===== src/hw/rtl/rgb_box_mean_filter_3x3_core_defines.svh =====
// Assertion macros shared by the RGB 3x3 mean filter RTL.
// Define ASSERT_OFF to compile the checks out; no other dependencies.
`ifndef RGB_BOX_MEAN_FILTER_3X3_CORE_DEFINES_SVH
`define RGB_BOX_MEAN_FILTER_3X3_CORE_DEFINES_SVH

`ifndef ASSERT_OFF
// Same-cycle implication
`define RBMF_ASSERT_IMPLY(lbl, ck, rn, ante, cons) \
    lbl: assert property (@(posedge ck) disable iff (!rn) (ante) |-> (cons)) \
        else $error("rbmf: implication check failed");
// Next-cycle implication
`define RBMF_ASSERT_NEXT(lbl, ck, rn, ante, cons) \
    lbl: assert property (@(posedge ck) disable iff (!rn) (ante) |=> (cons)) \
        else $error("rbmf: next-cycle check failed");
// Condition that must never be true
`define RBMF_ASSERT_NEVER(lbl, ck, rn, expr) \
    lbl: assert property (@(posedge ck) disable iff (!rn) !(expr)) \
        else $error("rbmf: forbidden condition seen");
`else
`define RBMF_ASSERT_IMPLY(lbl, ck, rn, ante, cons)
`define RBMF_ASSERT_NEXT(lbl, ck, rn, ante, cons)
`define RBMF_ASSERT_NEVER(lbl, ck, rn, expr)
`endif

`endif


===== src/hw/rtl/rbmf_pkg.sv =====
// Package for the RGB 3x3 mean filter: widths, pixel and tag types.
// No dependencies; imported by every module of the block except rbmf_ram.
package rbmf_pkg;

    localparam int MAX_WIDTH_DEFAULT = 1024;
    localparam int CH_W              = 8;
    localparam int PIX_W             = 3 * CH_W;
    localparam int SUM_W             = 12;
    localparam int IMG_W_W           = 11;
    localparam int IMG_H_W           = 16;
    localparam int CFG_IDX_W         = 1;
    localparam int CFG_DATA_W        = 16;
    localparam int FIFO_DEPTH        = 8;

    // One RGB sample, red in the top byte
    typedef struct packed {
        logic [CH_W-1:0] red;
        logic [CH_W-1:0] green;
        logic [CH_W-1:0] blue;
    } pixel_t;

    // Per-step control carried down the pipeline
    typedef struct packed {
        logic emit;
        logic row_top;
        logic row_bot;
        logic col_left;
        logic col_right;
        logic last;
    } tag_t;

    // One finished output pixel
    typedef struct packed {
        pixel_t px;
        logic   frame_end;
    } result_t;

endpackage


===== src/hw/rtl/rbmf_ctrl.sv =====
// Input control of the 3x3 mean filter: config registers, position counters,
// flush handling and neighbor flags. Depends on rbmf_pkg and the defines header.
`include "rgb_box_mean_filter_3x3_core_defines.svh"

module rbmf_ctrl
#(
    parameter int MAX_WIDTH = rbmf_pkg::MAX_WIDTH_DEFAULT
)
(
    input  logic                               clk,
    input  logic                               rst_n,
    input  logic                               cfg_write,
    input  logic [rbmf_pkg::CFG_IDX_W-1:0]     cfg_index,
    input  logic [rbmf_pkg::CFG_DATA_W-1:0]    cfg_data,
    input  logic                               accept,
    input  logic                               kind,
    input  rbmf_pkg::pixel_t                   pixel,
    output logic [$clog2(MAX_WIDTH)-1:0]       rd_addr,
    output logic                               s1_valid,
    output logic [$clog2(MAX_WIDTH)-1:0]       s1_addr,
    output rbmf_pkg::pixel_t                   s1_pixel,
    output rbmf_pkg::tag_t                     s1_tag
);

    import rbmf_pkg::*;

    localparam int CW  = $clog2(MAX_WIDTH);
    localparam int WW  = $clog2(MAX_WIDTH + 1);
    localparam int EW  = (WW > IMG_W_W) ? WW : IMG_W_W;
    localparam int RW1 = IMG_H_W + 1;

    localparam logic [CFG_IDX_W-1:0] REG_IMAGE_WIDTH  = 1'b0;
    localparam logic [CFG_IDX_W-1:0] REG_IMAGE_HEIGHT = 1'b1;

    logic [IMG_W_W-1:0] width_reg,   width_next;
    logic [IMG_H_W-1:0] height_reg,  height_next;
    logic [CW-1:0]      in_col_reg,  in_col_next;
    logic [IMG_H_W-1:0] in_row_reg,  in_row_next;
    logic [CW-1:0]      out_col_reg, out_col_next;
    logic [IMG_H_W-1:0] out_row_reg, out_row_next;

    logic               s1_valid_reg;
    logic [CW-1:0]      s1_addr_reg;
    pixel_t             s1_pixel_reg;
    tag_t               s1_tag_reg;

    logic [EW-1:0]      width_ext;
    logic [WW-1:0]      w_eff;
    logic [IMG_H_W-1:0] h_eff;
    logic               draining;
    logic               step;
    logic               emit;
    logic [WW-1:0]      in_col_inc;
    logic [WW-1:0]      out_col_inc;
    logic [RW1-1:0]     out_row_inc;
    logic [WW-1:0]      in_col_ext;
    logic               flush_drop;
    logic               last_step;
    tag_t               tag;

    // Effective frame size: width saturated to 2..MAX_WIDTH, height at least 2
    always_comb
    begin
        width_ext = EW'(width_reg);
        if (width_ext < EW'(2))
        begin
            w_eff = WW'(2);
        end
        else if (width_ext > EW'(MAX_WIDTH))
        begin
            w_eff = WW'(MAX_WIDTH);
        end
        else
        begin
            w_eff = WW'(width_ext);
        end
        h_eff = (height_reg < IMG_H_W'(2)) ? IMG_H_W'(2) : height_reg;
    end

    // Classify the transfer and build the neighbor flags of the next output
    always_comb
    begin
        draining    = in_row_reg >= h_eff;
        step        = accept && (!kind || draining);
        flush_drop  = accept && kind && !draining;
        emit        = (in_row_reg >= IMG_H_W'(2))
                   || ((in_row_reg == IMG_H_W'(1)) && (in_col_reg != '0));
        in_col_ext  = WW'(in_col_reg);
        in_col_inc  = in_col_ext + WW'(1);
        out_col_inc = WW'(out_col_reg) + WW'(1);
        out_row_inc = RW1'(out_row_reg) + RW1'(1);

        tag.emit      = emit;
        tag.row_top   = out_row_reg != '0;
        tag.row_bot   = out_row_inc < RW1'(h_eff);
        tag.col_left  = out_col_reg != '0;
        tag.col_right = out_col_inc < w_eff;
        tag.last      = !tag.row_bot && !tag.col_right;
        last_step     = step && emit && tag.last;
    end

    // Next values of config registers and position counters
    always_comb
    begin
        width_next   = width_reg;
        height_next  = height_reg;
        in_col_next  = in_col_reg;
        in_row_next  = in_row_reg;
        out_col_next = out_col_reg;
        out_row_next = out_row_reg;
        if (cfg_write)
        begin
            unique case (cfg_index)
                REG_IMAGE_WIDTH:  width_next  = cfg_data[IMG_W_W-1:0];
                REG_IMAGE_HEIGHT: height_next = cfg_data[IMG_H_W-1:0];
            endcase
            in_col_next  = '0;
            in_row_next  = '0;
            out_col_next = '0;
            out_row_next = '0;
        end
        else if (step)
        begin
            if (in_col_inc >= w_eff)
            begin
                in_col_next = '0;
                if (!draining)
                begin
                    in_row_next = in_row_reg + IMG_H_W'(1);
                end
            end
            else
            begin
                in_col_next = CW'(in_col_inc);
            end
            if (emit)
            begin
                if (tag.last)
                begin
                    in_col_next  = '0;
                    in_row_next  = '0;
                    out_col_next = '0;
                    out_row_next = '0;
                end
                else if (out_col_inc >= w_eff)
                begin
                    out_col_next = '0;
                    out_row_next = out_row_reg + IMG_H_W'(1);
                end
                else
                begin
                    out_col_next = CW'(out_col_inc);
                end
            end
        end
    end

    // Hold control state
    always_ff @(posedge clk or negedge rst_n)
    begin
        if (!rst_n)
        begin
            width_reg    <= IMG_W_W'(1024);
            height_reg   <= IMG_H_W'(2);
            in_col_reg   <= '0;
            in_row_reg   <= '0;
            out_col_reg  <= '0;
            out_row_reg  <= '0;
            s1_valid_reg <= 1'b0;
        end
        else
        begin
            width_reg    <= width_next;
            height_reg   <= height_next;
            in_col_reg   <= in_col_next;
            in_row_reg   <= in_row_next;
            out_col_reg  <= out_col_next;
            out_row_reg  <= out_row_next;
            s1_valid_reg <= step;
        end
    end

    // Stage payload: drained steps push black into the line buffers
    always_ff @(posedge clk)
    begin
        s1_addr_reg  <= in_col_reg;
        s1_pixel_reg <= draining ? pixel_t'('0) : pixel;
        s1_tag_reg   <= tag;
    end

    assign rd_addr  = in_col_reg;
    assign s1_valid = s1_valid_reg;
    assign s1_addr  = s1_addr_reg;
    assign s1_pixel = s1_pixel_reg;
    assign s1_tag   = s1_tag_reg;

    `RBMF_ASSERT_NEXT(a_flush_ignored, clk, rst_n, flush_drop, !s1_valid_reg)
    `RBMF_ASSERT_NEVER(a_col_in_range, clk, rst_n, in_col_ext >= w_eff)
    `RBMF_ASSERT_NEXT(a_last_restarts, clk, rst_n, last_step, (in_col_reg == '0) && (out_row_reg == '0))

endmodule


===== config.mk =====
export PLATFORM = sky130hd
export DESIGN_NAME = rbmf_ctrl
export DESIGN_NICKNAME = d
export VERILOG_FILES = /design/src/hw/rtl/rbmf_pkg.sv /design/src/hw/rtl/rbmf_ctrl.sv
export VERILOG_INCLUDE_DIRS = /design/src /design/src/hw/rtl
export SDC_FILE = /design/constraint.sdc
export NUM_CORES = 1
export LEC_CHECK = 0
export ABC_CLOCK_PERIOD_IN_PS = 7000
export BUFFER_PORTS_ARGS = -buffer_cell sky130_fd_sc_hd__buf_4
export CAP_MARGIN = 20
export CORE_MARGIN = 2
export CORE_UTILIZATION = 60
export DETAILED_ROUTE_END_ITERATION = 7
export PLACE_DENSITY = 0.83
export SYNTH_ARGS = -nofsm -noshare
export SYNTH_HDL_FRONTEND = slang
export SYNTH_SLANG_ARGS = --single-unit

===== constraint.sdc =====
create_clock -name clk -period 7 [get_ports clk]
set_input_delay 0 -clock clk [delete_from_list [all_inputs] [get_ports clk]]
set_output_delay 0 -clock clk [all_outputs]
set_load 0.005 [all_outputs]

* Word-level counts from Yosys, hierarchy flattened
Index checks and enable logic that the tools add are counted.
** Word-level totals
- Bits in registers :: 120
- Latch bits :: 0
- RAM bits :: 0
- Bits in read-only memories :: 0
- Input port bits :: 46
- Output and inout port bits :: 51
- Word-level logic and storage cells :: 75
- Memories :: 0
** Cells by class
- Add/subtract/negate cells :: 5
- Multipliers :: 0
- Divide/modulo/power cells :: 0
- Order comparisons :: 9
- Eq/ne operators :: 1
- Shifts and indexed selects :: 0
- Mux-type cells :: 24
- Bitwise operators :: 1
- Reductions and logical operators :: 18
** Operators by type and width (number)
- two-way mux 16 bit :: 12
- two-way mux 10 bit :: 10
- adder 16 x 1 -> 16 bit (second input constant) :: 2
- adder 10 x 1 -> 11 bit (second input constant) :: 2
- >= comparator 11 bit :: 2
- two-way mux 11 bit :: 2
- nonzero test 10 bit :: 2
- adder 16 x 1 -> 17 bit (second input constant) :: 1
- less-than comparator 17 x 16 -> 1 bit :: 1
- equality test 16 x 1 -> 1 bit (second input constant) :: 1
- >= comparator 16 bit :: 1
- >= comparator 16 x 2 -> 1 bit (second input constant) :: 1
- less-than comparator 16 x 2 -> 1 bit (second input constant) :: 1
- nonzero test 16 bit :: 1
- greater-than comparator 11 bit (second input constant) :: 1
- less-than comparator 11 bit :: 1
- less-than comparator 11 x 2 -> 1 bit (second input constant) :: 1
- AND reduction 2 bit :: 3
- nonzero test 2 bit :: 2
- logical AND 1 bit :: 3
- logical NOT 1 bit :: 3
- AND reduction 3 bit :: 1
- nonzero test 3 bit :: 1
- logical OR 1 bit :: 2
- NOT 1 bit :: 1

* Logic depth before layout (Yosys ltp)
Gate-level depths: netlist (run 1).
- Depth in word-level cells :: 10
- Gate-level depth with buffers :: 16
- Depth with buffers taken out :: 14

* Least setup slack after synthesis (run 1)
OpenSTA, ideal clock, no wires.
- Path type :: register -> register
- From :: register out_row_reg[0]
- To :: register out_row_reg[10]
- Setup time :: 0.122 ns
- Arrival time :: 3.481 ns
- Required time :: 6.878 ns
- Path slack :: 3.398 ns
- Cell stages (with the launch flop) :: 16
- Buffers on the path :: 2
- Period minus slack after synthesis :: 3.602 ns
- Cells stage by stage :: dfrtp_1 -> ha_1 -> nand2_1 -> nor4_1 -> nand3_1 -> xnor2_1 -> ha_1 -> nand3_1 -> or4_4 -> a311o_1 -> nand3_2 -> and2_4 -> buf_6 -> nor2_2 -> buf_6 -> a32o_1
** RTL lines
- from (decl) :: line rbmf_ctrl.sv:40 : logic [IMG_H_W-1:0] out_row_reg, out_row_next;
- from (signal assigned) :: line rbmf_ctrl.sv:178 : out_row_reg <= out_row_next;

* Final worst setup path (run 1)
- From :: register in_col_reg[2], in the netlist rd_addr[2]
- To :: register in_col_reg[2], in the netlist rd_addr[2]
** On the way
- Cells in the longest elaborated chain, start to end :: 7
- Elaborated cells between the ends (all ways) :: 10
- Those cells by class :: add/sub (1); order compare (1); mux (5); reduce/logical (3)
** RTL lines
- from (decl) :: line rbmf_ctrl.sv:37 : logic [CW-1:0] in_col_reg, in_col_next;
- from (signal assigned) :: line rbmf_ctrl.sv:175 : in_col_reg <= in_col_next;
- adder 10 x 1 -> 11 bit :: line rbmf_ctrl.sv:89 : in_col_inc = in_col_ext + WW'(1);
- >= comparator 11 bit :: line rbmf_ctrl.sv:124 : if (in_col_inc >= w_eff)
- two-way mux 10 bit :: line rbmf_ctrl.sv:124
- two-way mux 10 bit :: line rbmf_ctrl.sv:138 : if (tag.last)
- two-way mux 10 bit (*) :: line rbmf_ctrl.sv:136 : if (emit)
- two-way mux 10 bit (*) :: line rbmf_ctrl.sv:122 : else if (step)
- two-way mux 10 bit (*) :: line rbmf_ctrl.sv:111 : if (cfg_write)
Mark *: on every way between the ends. The rest lies on a longest branch, timed or not. The select of a mux whose other input is x is not followed.
A chain may end at the register's enable or synchronous reset.

==> results of run 1 <==
[metal layers]
layer  vias to the layer above  share of wire (%)
met5                         -                  0
met4                         0                2.2
li1                       2783                  -
met3                        41                6.3
met2                       259                 51
met1                      2899                 40
[through the flow]
step / hold WS, ns / instances / total power, W / setup slack, ns / utilization, %
after floorplan: -0.296 / 687 / 0.000903 / 3.40 / -
after global placement: 0.202 / 902 / 0.000991 / 2.78 / 69.1
after detailed placement: 0.206 / 903 / 0.00100 / 2.66 / 69.1
after CTS: 0.181 / 980 / 0.00187 / 2.63 / 78.6
after global routing: 0.00119 / 982 / 0.00195 / 1.99 / 79.0
final: -0.0309 / 984 / 0.00187 / 2.39 / 79.0
[synth_stat cells (19+ instances only)]
master	count	area [um2]
dfxtp_1	40	801
nor2_1	24	90.1
nand3_1	29	145
and2_1	36	225
inv_1	43	161
ha_1	62	776
dfrtp_1	78	1950
mux2_2	25	282
o21ai_0	19	95.1
nand2_1	65	244
a21oi_1	35	175
nand4_1	21	131
[worst max-delay path, stage by stage (launching register included)]
cell	delay, ns
dfrtp_1	0.51
nand3_1	0.13
nor3_1	0.51
nand3_1	0.18
xnor2_1	0.23
ha_1	0.28
a2111oi_0	0.63
o221ai_1	0.24
a21oi_1	0.29
nor2_1	0.29
a211oi_1	0.70
buf_4	0.27
nand3_1	0.09
o21ai_0	0.19
[layout by cell type, fill, tap and decap left out, types with 12 or more instances in the layout]
master,instances
a21o_1,12
a21oi_1,34
a32o_1,17
and2_1,36
and3_1,12
buf_4,98
clkbuf_16,16
dfrtp_1,78
dfxtp_1,40
dlygate4sd3_1,45
ha_1,62
inv_1,43
mux2_2,25
nand2_1,65
nand3_1,29
nand4_1,21
nor2_1,24
nor4_1,15
o21ai_0,19
xnor2_1,15
xor2_1,13
[path summary, 6_finish.rpt]
path / from / endpoint / slack [ns] / cells past startpoint
setup / recovery: rd_addr[2] / rd_addr[2] / 2.39 / 13
setup reg to reg: rd_addr[2] / rd_addr[2] / 2.39 / 13
hold / removal: rst_n / out_col_reg[1] / -0.03 / 2
hold reg to reg: rd_addr[1] / s1_addr[1] / 0.50 / 0
min in group clk: pixel[13] / s1_pixel[13] / 0.21 / 3
max in group asynchronous: rst_n / width_ext[10] / 6.36 / 3
[area by class of cell]
class / count / area [um2] / share of cell area (%)
Multi-Input combinational cell: 500 / 3610 / 42.1
Clock inverter: 14 / 148 / 1.72
Timing Repair Buffer: 145 / 1230 / 14.3
Sequential cell: 120 / 2810 / 32.7
Inverter: 45 / 169 / 1.97
Clock buffer: 18 / 428 / 4.99
Antenna cell: 2 / 5.00 / 0.0584
Tap cell: 140 / 175 / 2.04
[cell families (layout without fill, tap and decap cells)]
kind of cell               after synthesis  count (layout)  synth area share (%)
xor gates and xnor gates                28              28                  3.66
other                                    0               2                     0
adders and majority gates               62              62                  11.6
AOI/OAI and AO/OA                      132             132                  14.0
and+or+nand+nor                        250             250                  20.0
muxes                                   28              28                  4.65
buffers and inverters                   67             222                  4.24
DFF                                    120             120                  41.9
[timing repair]
item,in CTS,in global routing
setup endpoints to repair,0,0
hold buffers,45,0
hold endpoints to repair,143,0
buffers inserted,0,0
[power breakdown]
part	total, W	switching, W	internal (W)
clock	0.000847	0.000330	0.000517
sequential	0.000762	0.0000309	0.000731
combinational	0.000263	0.000139	0.000124
==> flow_summary.yaml, run 1 <==
yosys:
  syn_nets: 795
  synth-edff-count: 0
  synth.ff_latch_count: 120
  ys_types: 65
  async_flop_share_pct: 66.7
  synth_top_flop_cell: "dfrtp_1"
  synth_seq_area_share_pct: 41.9
  synth_warnings: 0
  synth_area_per_cell_um2: 9.75
  syn_area_um2: 6700
  syn_inst: 687
clock_tree:
  clkTransAtPathRegs_ns: 0.06
  cts_buffers: 17
  cts_tree: "done"
  cts_sinks: 120
  ctsResizeCount: 0
  clockBufferDepth: 2
  root_buffer: "clkbuf_8"
  insertion_delay_ns: 0.54
  cts_htree_levels: 4
final_layout:
  fin_nets: 937
  finalInstanceArea_um2: 8570
  n_fill_cell: 700
  drive_gt1_share_pct: 20.7
  area_growth_pct: 28.0
  largest_reg_flops: 24
route:
  num_vias: 5982
  drt-total-wl_um: 18500
  drt_pass1_iterations: 6
  drt_iter0_drc: 496
  vias_per_cell: 6.08
  drc: 0
  wl_per_cell_um: 18.8
  ant_nets: 0
placed_design:
  dpl_cell_area_um2: 7490
  gp_congestion: 0.895
  dp.final_hpwl_um: 12300
  portBuffers: 96
setup_path:
  crit_path_end_kind: "flop"
  critPathArrivalTime_ns: 5.06
  timing_worst_setup_path_type: "reg -> reg"
  worstPathMaxFanout: 15
  cp.required_ns: 7.45
  cp-start-kind: "flop"
timing:
  fin_tns_setup_ns: 0
  clock_skew_ns: 0.00958
  finalCritPeriodShare_pct: 65.9
  hold_ws_ns: -0.0309
  period_minus_slack_ns: 4.61
  max_freq_ghz: 0.217
  grt_setup_unrepaired: "false"
  setup_viol: 0
  slew_headroom_pct: 32.5
  maxSlewViolCount: 0
  worst_pin_slew_ns: 1.01
  hold_viol: 34
grt:
  grt_pass1_vias: 6064
  grt_pass1_wl_um: 30100
  use_met3_pct: 7.47
  grt_max_degree: 81
  grt_overflow: 0
  grt.total_usage_pct: 32.9
  top_usage_layer: "met2"
  antenna_found_initial: 0
  use_met2_pct: 54.8
  grt.met1_usage_pct: 41.4
pwr:
  peakVddDrop_mv: 0.265
  pwr_density_cell_nw_per_um2: 218
  total_leakage_power_nw: 4.03
worst_hold_path:
  hp-class: "in -> async"
die:
  num_rows: 38
  die_y_um: 110
  die_area_um2: 12000
  start_util_pct: 61.8
  ios: 97
  core_um2: 10800
  die_w_um: 110
outcome:
  violations: "hold timing"
  outcome: "complete, but fails checks"
flow_run:
  maxCapViolations: 0
Power figures use the tool's default switching activity.
==> inputs of run 2 (changes only) <==
ABC_CLOCK_PERIOD_IN_PS = 4200   (was 7000)
CORE_UTILIZATION = 52   (was 60)
PLACE_DENSITY = 0.76   (was 0.83)
clock period = 4.2 ns   (was 7 ns; I/O delays follow)
==> run 2 against run 1 <==
  * The flow now finishes without violations
  * Wire length shrank 1.3%
  * Sequential share of layout area is 0.25 points lower
  * Critical endpoint is now rd_addr[5]
  * Setup slack lost 2.1 ns
  * Global-route usage fell by 5.6 points
  * Clock skew grew 0.0050 ns
  * Non-clock buffer count grew 4
  * Sequential cell count unchanged
  * Final cell count rose by 3.5%
  * Register-to-register slack worse by 2.1 ns
  * Clock power grew 64%
  * Highest routed layer unchanged
  * Via count decreased by 0.55%
  * Clock-buffer cell count increased by 5
==> flow_summary.yaml, run 2 (synthesis gave the netlist of run 1 again) <==
outcome:
  outcome: "finished clean"
placed_design:
  dp.final_hpwl_um: 12700
  portBuffers: 96
  post-place-ws_ns: 0.116
  gp_congestion: 0.995
  dpl_cell_area_um2: 7590
final_layout:
  largest_reg_flops: 24
  drive_gt1_share_pct: 21.4
  fin_nets: 941
  finalInstanceArea_um2: 8630
  area_growth_pct: 29.0
  final_common_cell: "buf_4"
  diodes: 0
  layout_common_cells: "buf_4 (105), dfrtp_1 (78), nand2_1 (65)"
clock_tree:
  clkTransAtPathRegs_ns: 0.06
  cts_htree_levels: 4
  post_cts_buffers: 0
  insertion_delay_ns: 0.43
  cts_buffers: 17
  cts_tree: "done"
  clockBufferDepth: 2
  root_buffer: "clkbuf_16"
  cts_sinks: 120
setup_path:
  max_stage_delay_ns: 0.56
  reg2regPathDepth: 15
  cp.required_ns: 4.48
  timing.rr.end: "rd_addr[5]"
  worstPathMaxFanout: 11
  crit_family: "simple AND/OR/NAND/NOR gates"
  crit_path_end_kind: "flop"
  crit_path_cell_trace: "nand3_1 > nor2_1 > and2_1 > nand3_1 > nor2_1 > xor2_1 > ha_1 > nand3_1 > or4_4 > a311o_1 > nand3_2 > a211oi_1 > buf_4 > a22oi_1 > o21ai_0"
  r2r-start: "out_row_reg[2]"
  worst-r2r-setup-slack_ns: 0.27
  slowest_stage: "or4_4"
  critPathArrivalTime_ns: 4.21
  cp-start-kind: "flop"
  path_buf_inv: 1
  path_common_cell: "nand3_1"
  timing_worst_setup_path_type: "reg -> reg"
grt:
  grt_max_degree: 81
  grt_pass1_vias: 5992
  grt_pass1_wl_um: 30000
  antenna_found_initial: 0
  grt_overflow: 0
  grt.total_usage_pct: 27.3
route:
  drc: 0
  drt-total-wl_um: 18300
  vias_per_cell: 5.84
  num_vias: 5949
  ant_nets: 0
  drt_pass1_iterations: 5
  drt_iter0_drc: 376
  wl_per_cell_um: 18.0
timing:
  maxSlewViolCount: 0
  max_freq_ghz: 0.255
  period_minus_slack_ns: 3.93
  worst_pin_slew_ns: 0.901
  finalWorstSetupSlack_ns: 0.273
  slew_headroom_pct: 39.7
  clock_skew_ns: 0.0146
  setup_viol: 0
  finalCritPeriodShare_pct: 93.5
  hold_viol: 0
  grt_setup_unrepaired: "false"
  fin_tns_setup_ns: 0
worst_hold_path:
  min-delay-start: "cfg_index"
  holdPathStages: 4
  hp-class: "in -> reg"
  hold_end: "width_ext[10]"
die:
  start_util_pct: 53.1
  ios: 97
  die_area_um2: 13800
  core_um2: 12600
  num_rows: 41
  die_y_um: 117
  die_w_um: 117
pwr:
  peakVddDrop_mv: 0.262
  total_leakage_power_nw: 4.06
  pwr_density_cell_nw_per_um2: 360
flow_run:
  maxCapViolations: 0
run 2: cell count changes in the layout (fill, tap and decap cells not counted), sizes merged:
cell	previous run	this run
buf	100	106
bufinv	2	0
clkbuf	18	23
clkinv	10	8
clkinvlp	2	0
diode	2	0
dlygate4sd3	45	43
inv	45	46
run 2: repair_timing:
item / in CTS / in global routing
hold endpoints to repair: 131 / 0
hold buffers: 43 / 0
endpoints found under the setup margin: 0 / 17
resized for setup: 0 / 4
run 2: cell type report:
class,instances,area (um2)
clock inverter,9,61.3
fill,969,3990
timing repair buffer,149,1250
inverter,45,169
tap,172,215
multi-input combinational,500,3630
clock buffer,23,512
sequential,120,2810
run 2: worst register-to-register path, cell delays in order, from the launching register on:
cell	delay [ns]
dfrtp_1	0.44
nand3_1	0.18
nor2_1	0.22
and2_1	0.22
nand3_1	0.23
nor2_1	0.19
xor2_1	0.29
ha_1	0.21
nand3_1	0.12
or4_4	0.56
a311o_1	0.35
nand3_2	0.18
a211oi_1	0.12
buf_4	0.22
a22oi_1	0.15
o21ai_0	0.13
run 2: report_power, final:
part | total [W] | internal (W) | switching [W] | leakage (nW)
clock | 0.00139 | 0.000860 | 0.000534 | 0.287
sequential | 0.00127 | 0.00122 | 0.0000507 | 1.38
combinational | 0.000445 | 0.000210 | 0.000235 | 2.39
run 2: how the worst max path moves through the flow:
stage                              start         endpoint  slack, ns  cells after the start
final                     out_row_reg[2]       rd_addr[5]       0.27                     15
after global routing      out_col_reg[0]   out_row_reg[0]      0.009                     12
after CTS                 out_row_reg[0]   in_row_reg[14]       0.08                     13
after detailed placement  out_row_reg[0]   in_row_reg[14]       0.12                     13
after global placement    out_row_reg[0]   in_row_reg[14]       0.31                     13
after floorplan           out_row_reg[0]  out_row_reg[12]       0.60                     15
run 2: per-layer routing:
layer	GRT usage, %	vias to the layer above	share of wire, %
met1	33.7	2867	40
li1	-	2796	-
met2	45.9	233	50
met4	11.8	0	3.0
met3	6.25	53	6.9
met5	0	-	0
run 2: per-stage QoR:
step	total power (W)	std cells	hold WS, ns	utilization [%]
after floorplan	0.00150	687	-0.296	-
after global placement	0.00167	942	0.202	60.1
after detailed placement	0.00169	942	0.205	60.1
after CTS	0.00312	1017	0.0616	68.1
after global routing	0.00323	1018	0.115	68.4
final	0.00311	1018	0.0616	68.4
